`config.mk`:
```
export PLATFORM = sky130hd
export DESIGN_NAME = csc_gain
export DESIGN_NICKNAME = d
export VERILOG_FILES = /design/src/hw/rtl/coordinate_system_converter_defines.svh /design/src/hw/rtl/csc_pkg.sv /design/src/hw/rtl/csc_gain.sv
export SDC_FILE = /design/constraint.sdc
export NUM_CORES = 2
export LEC_CHECK = 0
export BUFFER_PORTS_ARGS = -buffer_cell sky130_fd_sc_hd__buf_2
export CAP_MARGIN = 40
export CORE_MARGIN = 4
export CORE_UTILIZATION = 35
export DETAILED_ROUTE_END_ITERATION = 16
export GPL_ROUTABILITY_DRIVEN = 0
export SETUP_SLACK_MARGIN = 0.5
export SLEW_MARGIN = 20
export SYNTH_ARGS = -nofsm -noshare
export SYNTH_HDL_FRONTEND = slang
export SYNTH_SLANG_ARGS = --single-unit
```
`constraint.sdc`:
```
create_clock -name clk -period 5 [get_ports clk]
set_input_delay 0 -clock clk [delete_from_list [all_inputs] [get_ports clk]]
set_output_delay 0 -clock clk [all_outputs]
set_load 0.02 [all_outputs]
```
`src/hw/rtl/coordinate_system_converter_defines.svh`:
```
// ---------------------------------------------------------------------------
// Coordinate system converter assertion macros
// Concurrent assertion helpers; define ASSERT_OFF to compile them out.
// ---------------------------------------------------------------------------
`ifndef COORDINATE_SYSTEM_CONVERTER_DEFINES_SVH
`define COORDINATE_SYSTEM_CONVERTER_DEFINES_SVH
`ifndef ASSERT_OFF
// same-cycle implication
`define CSC_ASSERT_IMPL(label, clk, rst_n, ante, cons) \
    label: assert property (@(posedge clk) disable iff (!rst_n) (ante) |-> (cons)) \
        else $error("csc assertion failed");
// next-cycle implication
`define CSC_ASSERT_NEXT(label, clk, rst_n, ante, cons) \
    label: assert property (@(posedge clk) disable iff (!rst_n) (ante) |=> (cons)) \
        else $error("csc assertion failed");
`else
`define CSC_ASSERT_IMPL(label, clk, rst_n, ante, cons)
`define CSC_ASSERT_NEXT(label, clk, rst_n, ante, cons)
`endif
`endif

```
`src/hw/rtl/csc_pkg.sv`:
```
// ---------------------------------------------------------------------------
// Coordinate system converter package
// Shared constants, action codes and the CORDIC arctangent table.
// ---------------------------------------------------------------------------
package csc_pkg;

    localparam int COORD_WIDTH_DEF     = 32;
    localparam int ROTATION_STAGES_DEF = 24;
    localparam int GUARD_BITS          = 8;
    localparam int ANGLE_WIDTH         = 32;
    localparam int Z_WIDTH             = 34;
    localparam int GAIN_WIDTH          = 30;
    localparam int ATAN_LEN            = 40;

    localparam logic [GAIN_WIDTH-1:0] GAIN_Q30 = 30'd652032874;

    localparam logic [1:0] ACT_CYL2CART = 2'd0;
    localparam logic [1:0] ACT_SPH2CART = 2'd1;
    localparam logic [1:0] ACT_CART2CYL = 2'd2;
    localparam logic [1:0] ACT_CART2SPH = 2'd3;

    localparam logic [29:0] ATAN_TABLE [0:ATAN_LEN-1] = '{
        30'd536870912, 30'd316933406, 30'd167458907, 30'd85004756, 30'd42667331,
        30'd21354465, 30'd10679838, 30'd5340245, 30'd2670163, 30'd1335087,
        30'd667544, 30'd333772, 30'd166886, 30'd83443, 30'd41722,
        30'd20861, 30'd10430, 30'd5215, 30'd2608, 30'd1304,
        30'd652, 30'd326, 30'd163, 30'd81, 30'd41,
        30'd20, 30'd10, 30'd5, 30'd3, 30'd1,
        30'd1, 30'd0, 30'd0, 30'd0, 30'd0,
        30'd0, 30'd0, 30'd0, 30'd0, 30'd0
    };

    // arctangent of 2^-idx in binary angle units, zero past the table
    function automatic logic signed [Z_WIDTH-1:0] csc_atan(input int idx);
        logic [5:0] sel;
        sel = idx[5:0];
        if (idx >= 0 && idx < ATAN_LEN)
            return $signed({{(Z_WIDTH-30){1'b0}}, ATAN_TABLE[sel]});
        return '0;
    endfunction

endpackage

```
`src/hw/rtl/csc_gain.sv`:
```
// ---------------------------------------------------------------------------
// CORDIC gain correction
// Two-stage multiply of x and y by the Q30 gain with round half up.
// ---------------------------------------------------------------------------
module csc_gain #(
    parameter int W  = 44,
    parameter int SW = 8
) (
    input  logic                clk,
    input  logic                rst_n,
    input  logic                up_valid,
    output logic                up_ready,
    input  logic signed [W-1:0] up_x,
    input  logic signed [W-1:0] up_y,
    input  logic [SW-1:0]       up_side,
    output logic                dn_valid,
    input  logic                dn_ready,
    output logic signed [W-1:0] dn_x,
    output logic signed [W-1:0] dn_y,
    output logic [SW-1:0]       dn_side
);

    localparam int GW = csc_pkg::GAIN_WIDTH;
    localparam int L  = W / 2;
    localparam int H  = W - L;
    localparam int SUMW = W + 32;
    localparam logic signed [GW:0] GAIN_S = $signed({1'b0, csc_pkg::GAIN_Q30});
    localparam logic signed [SUMW-1:0] ROUND = $signed({{(SUMW-30){1'b0}}, 1'b1, 29'd0});

    logic                  v1_reg, v2_reg;
    logic                  rdy1, rdy2;
    logic signed [H+GW:0]  phx_reg, phy_reg;
    logic [L+GW-1:0]       plx_reg, ply_reg;
    logic [SW-1:0]         side1_reg, side2_reg;
    logic signed [W-1:0]   x_reg, y_reg;
    logic signed [SUMW-1:0] sumx, sumy;

    assign rdy2     = ~v2_reg | dn_ready;
    assign rdy1     = ~v1_reg | rdy2;
    assign up_ready = rdy1;

    // recombine partial products and drop the Q30 scale
    always_comb
    begin
        sumx = ($signed({{(L+1){phx_reg[H+GW]}}, phx_reg}) <<< L)
             + $signed({{(H+2){1'b0}}, plx_reg}) + ROUND;
        sumy = ($signed({{(L+1){phy_reg[H+GW]}}, phy_reg}) <<< L)
             + $signed({{(H+2){1'b0}}, ply_reg}) + ROUND;
    end

    always_ff @(posedge clk or negedge rst_n)
    begin
        if (!rst_n)
        begin
            v1_reg <= 1'b0;
            v2_reg <= 1'b0;
        end
        else
        begin
            if (rdy1)
                v1_reg <= up_valid;
            if (rdy2)
                v2_reg <= v1_reg;
        end
    end

    // split each operand into high signed and low unsigned halves
    always_ff @(posedge clk)
    begin
        if (rdy1 && up_valid)
        begin
            phx_reg   <= $signed(up_x[W-1:L]) * GAIN_S;
            phy_reg   <= $signed(up_y[W-1:L]) * GAIN_S;
            plx_reg   <= up_x[L-1:0] * csc_pkg::GAIN_Q30;
            ply_reg   <= up_y[L-1:0] * csc_pkg::GAIN_Q30;
            side1_reg <= up_side;
        end
        if (rdy2 && v1_reg)
        begin
            x_reg     <= sumx[W+29:30];
            y_reg     <= sumy[W+29:30];
            side2_reg <= side1_reg;
        end
    end

    assign dn_valid = v2_reg;
    assign dn_x     = x_reg;
    assign dn_y     = y_reg;
    assign dn_side  = side2_reg;

endmodule

```
==> impl_summary.txt <==
----------------------------------------------------
[Status]
  Status ... complete, but fails checks
  Violated checks ... setup timing

[GRT]
  Sum of overflow across all layers after global routing ... 0
  Number of global-route vias before repair ... 44400
  Antenna violations before repair ... 5
  Wire length of the first global-routing pass ... 242.7 mm
  Pin count of the biggest net entering global routing ... 93
  GR Util All Layers ... 0.1885

[Place]
  DP Wirelength ... 136.7 mm
  Cell total after placement ... 8401
  Area post-placement ... 0.06734 mm2
  Count of buffers from port buffering ... 197

[Setup path]
  CP Data Required Time ... 5.31 ns
  Classification of the worst setup path ... in -> reg
  Startpoint Class ... primary input
  FF-to-FF path depth ... 12
  Critical Path Fanout Max ... 2
  Critical path endpoint category ... flip-flop
  Startpoint of the worst-slack reg-to-reg timing path ... phy_reg[3]
  Reg2reg setup slack ... 0.86 ns
  End of the worst register-to-register path ... dn_y[43]
  Data arrival at the endpoint of the critical path ... 6.40 ns

[STA]
  Crit path setup slack, layout ... -1.089 ns
  Period utilization ... 1.218
  # setup viols final ... 114
  Clock skew after layout ... 0.01738 ns
  Setup repair after global routing missed its margin ... yes
  Max-slew violation count ... 0
  Max-slew headroom at the worst pin ... 0.5398
  Slew of the pin with the lowest slew margin ... 0.6904 ns
  Fmax ... 164.2 MHz
  Endpoints failing hold ... 0
  Clock period minus worst slack ... 6.089 ns

[Routing]
  Antenna violation net count after detailed routing ... 0
  Number of DRC violations after detailed-routing iteration 0 ... 1903
  Detail-routed via count per cell ... 4.663
  Via count of the routed design ... 40000
  1st-pass router iterations ... 7
  Drt wl/cell ... 17.92 um
  Routed wire length ... 153.7 mm
  DR DRC count ... 0

[Final layout]
  Layout cell share with drive strength beyond 1 ... 0.2830
  Final standard cell utilization of the core ... 0.4607
  Synth-to-layout area growth ... 30.09%
  Final non-filler cell area ... 0.07230 mm2
  Number of nets in the finished design ... 8651
  Number of cells in the finished layout apart from fillers ... 8577

[Die]
  Overall die area ... 0.1652 mm2
  Effective utilization at floorplan ... 0.3542
  Die width ... 406.5 um
  Area of the core ... 0.1569 mm2
  Height of the die ... 406.5 um
  Count of standard-cell rows ... 145
  Count of boundary I/O pins ... 198

[Synthesis]
  Summed instance area of the synthesized netlist ... 0.05558 mm2
  Synth Area per Inst ... 10.78 um2
  Top FF cell, synth ... edfxtp_1
  Number of distinct library cells after synthesis ... 71
  Post-synth top area cell ... fa_1
  Ys async rst share ... 0.007519
  Cells taking the most area after synthesis ... fa_1 (38%), ha_1 (23%), edfxtp_1 (14%)
  Cell count after synthesis ... 5156
  Fraction of post-synthesis cell area in the top cell type by area ... 0.3796
  Yosys warns ... 0
  Synthesized Nets ... 7312
  Sequential fraction of the synthesis area ... 0.1435
  Post-synth EDFFs ... 264
  Flops & latches, synth ... 266

[Clock tree]
  Buffer cell driving the clock tree root ... clkbuf_16
  Clock Path Buffers ... 3
  Worst skew pair latency ... 0.57 ns
  Worst-path clk slew ... 0.08 ns
  Clock H-tree levels ... 1
  Total number of clock tree sinks ... 266
  Clock buffer count from CTS ... 27
  Clock tree from TritonCTS ... yes

[Hold path]
  Number of cells on the worst hold path ... 4
  Class of the most critical hold timing path ... in -> reg
  End of the worst hold path ... phx_reg[5]
  Hold path startpoint ... up_x[26]

[Run]
  Total of max-cap violations ... 0

----------------------------------------------------
repair_timing:
item                                   CTS  global route
resized for setup                      388           232
setup endpoints to repair              133           135
pin swaps                              188           216
endpoints found under the hold margin   16             0
gates cloned                             0             0
hold buffers                            17             0
setup buffers                           61            45
how the worst max path moves through the flow:
| stage | from | to | depth (start not counted) |
|---|---|---|---|
| after floorplan | up_y[28] | phy_reg[46] | 24 |
| after detailed placement | up_y[28] | phy_reg[46] | 26 |
| after global placement | up_y[28] | phy_reg[46] | 26 |
| after global routing | up_y[28] | phy_reg[46] | 26 |
| final | up_y[28] | phy_reg[46] | 26 |
| after CTS | up_y[28] | phy_reg[46] | 26 |
worst max-delay path: stages:
cell and delay, ns:
buf_6 0.10, fa_1 0.56, inv_2 0.04, fa_1 0.51
inv_2 0.05, fa_1 0.53, inv_1 0.05, fa_1 0.49
inv_1 0.05, fa_1 0.51, inv_2 0.04, fa_1 0.52
inv_1 0.06, fa_1 0.53, ha_4 0.21, a21o_1 0.17
a21o_1 0.19, a2111oi_4 0.31, o31ai_2 0.14, and3_4 0.18
o31a_1 0.25, o41ai_2 0.28, buf_4 0.19, o21bai_4 0.07
a311oi_2 0.24, xnor2_1 0.10
cell usage after synthesis (4+ instances only):
library cell / number
nor2_1: 112
ha_1: 1002
a221oi_1: 5
a21o_1: 133
o21ai_0: 77
a211o_1: 7
nor3_1: 31
clkbuf_1: 35
o21a_1: 25
and2_1: 11
and3_1: 24
xor2_1: 75
a2111oi_0: 4
a31oi_1: 25
and4_1: 13
nand2b_1: 18
a21oi_1: 178
or2_2: 16
o311ai_0: 4
nand3_1: 55
nand4_1: 47
nor2b_1: 16
a311oi_1: 5
a211oi_1: 14
nand3b_1: 4
xnor2_1: 149
a221o_1: 7
o2111ai_1: 5
o211ai_1: 8
o21bai_1: 30
edfxtp_1: 264
inv_1: 1534
fa_1: 1054
nand2_1: 111
cell type report:
type / count / area (um2)
fillers: 14420 / 84630
inverters: 1534 / 5766
diodes: 3 / 7.507
clock buffers: 29 / 683.2
well taps: 2058 / 2575
clock inverters: 21 / 332.8
repair buffers: 1346 / 10380
multi-input cells: 3320 / 44580
flip-flops and latches: 266 / 7978
layer usage:
layer | vias up | wire, um | track usage
li1 | 18920 | - | -
met1 | 20150 | 65210 | 0.2453
met2 | 785 | 78800 | 0.3446
met3 | 145 | 6605 | 0.01861
met4 | 0 | 3089 | 0.03044
met5 | - | 0 | 0
cells in the final DEF (no fill, tap or decap), types with 10 or more instances in the layout:
cell	instances
a31oi_1	12
nor2b_1	16
nand2_1	93
and4_1	12
ha_1	912
a21oi_2	51
buf_2	161
nand3_1	46
buf_6	117
o21ai_0	28
a21oi_1	114
xor2_1	67
ha_2	10
or2_2	14
nand2b_1	18
fa_2	49
edfxtp_1	264
inv_1	1472
fa_1	1005
nor3_1	22
o21a_1	24
a21oi_4	13
xnor2_1	128
clkbuf_16	27
buf_12	13
inv_2	59
nand4_1	47
and3_1	20
xnor2_2	18
o21ai_1	17
dlygate4sd3_1	17
o21ai_2	29
a21o_1	132
ha_4	80
buf_4	1032
o21bai_1	23
nor2_1	102
stage by stage:
step           TNS (ns)  worst slack, ns  hold WS (ns)
3_5_place_dp    -144.03           -1.859       -0.2112
4_1_cts          -53.18           -1.029       0.04977
5_1_grt          -76.90           -1.210       0.06892
6_report         -61.29           -1.089       0.06828
2_1_floorplan    -57.65           -1.334       -0.2956
3_3_place_gp    -139.08           -1.866       -0.2156
kinds of logic after synthesis:
logic type,Yosys count,share of synthesized area
muxes,1,0.0001801
AOI/OAI and AO/OA,568,0.06760
xor gates and xnor gates,224,0.03530
adders and majority gates,2056,0.6052
DFF,266,0.1435
buffers and inverters,1570,0.1061
and+or+nand+nor,471,0.04212
Power is left out: the tool's default activity adds up to more than one toggle a clock period on the data nets, which glitch-free logic cannot reach.
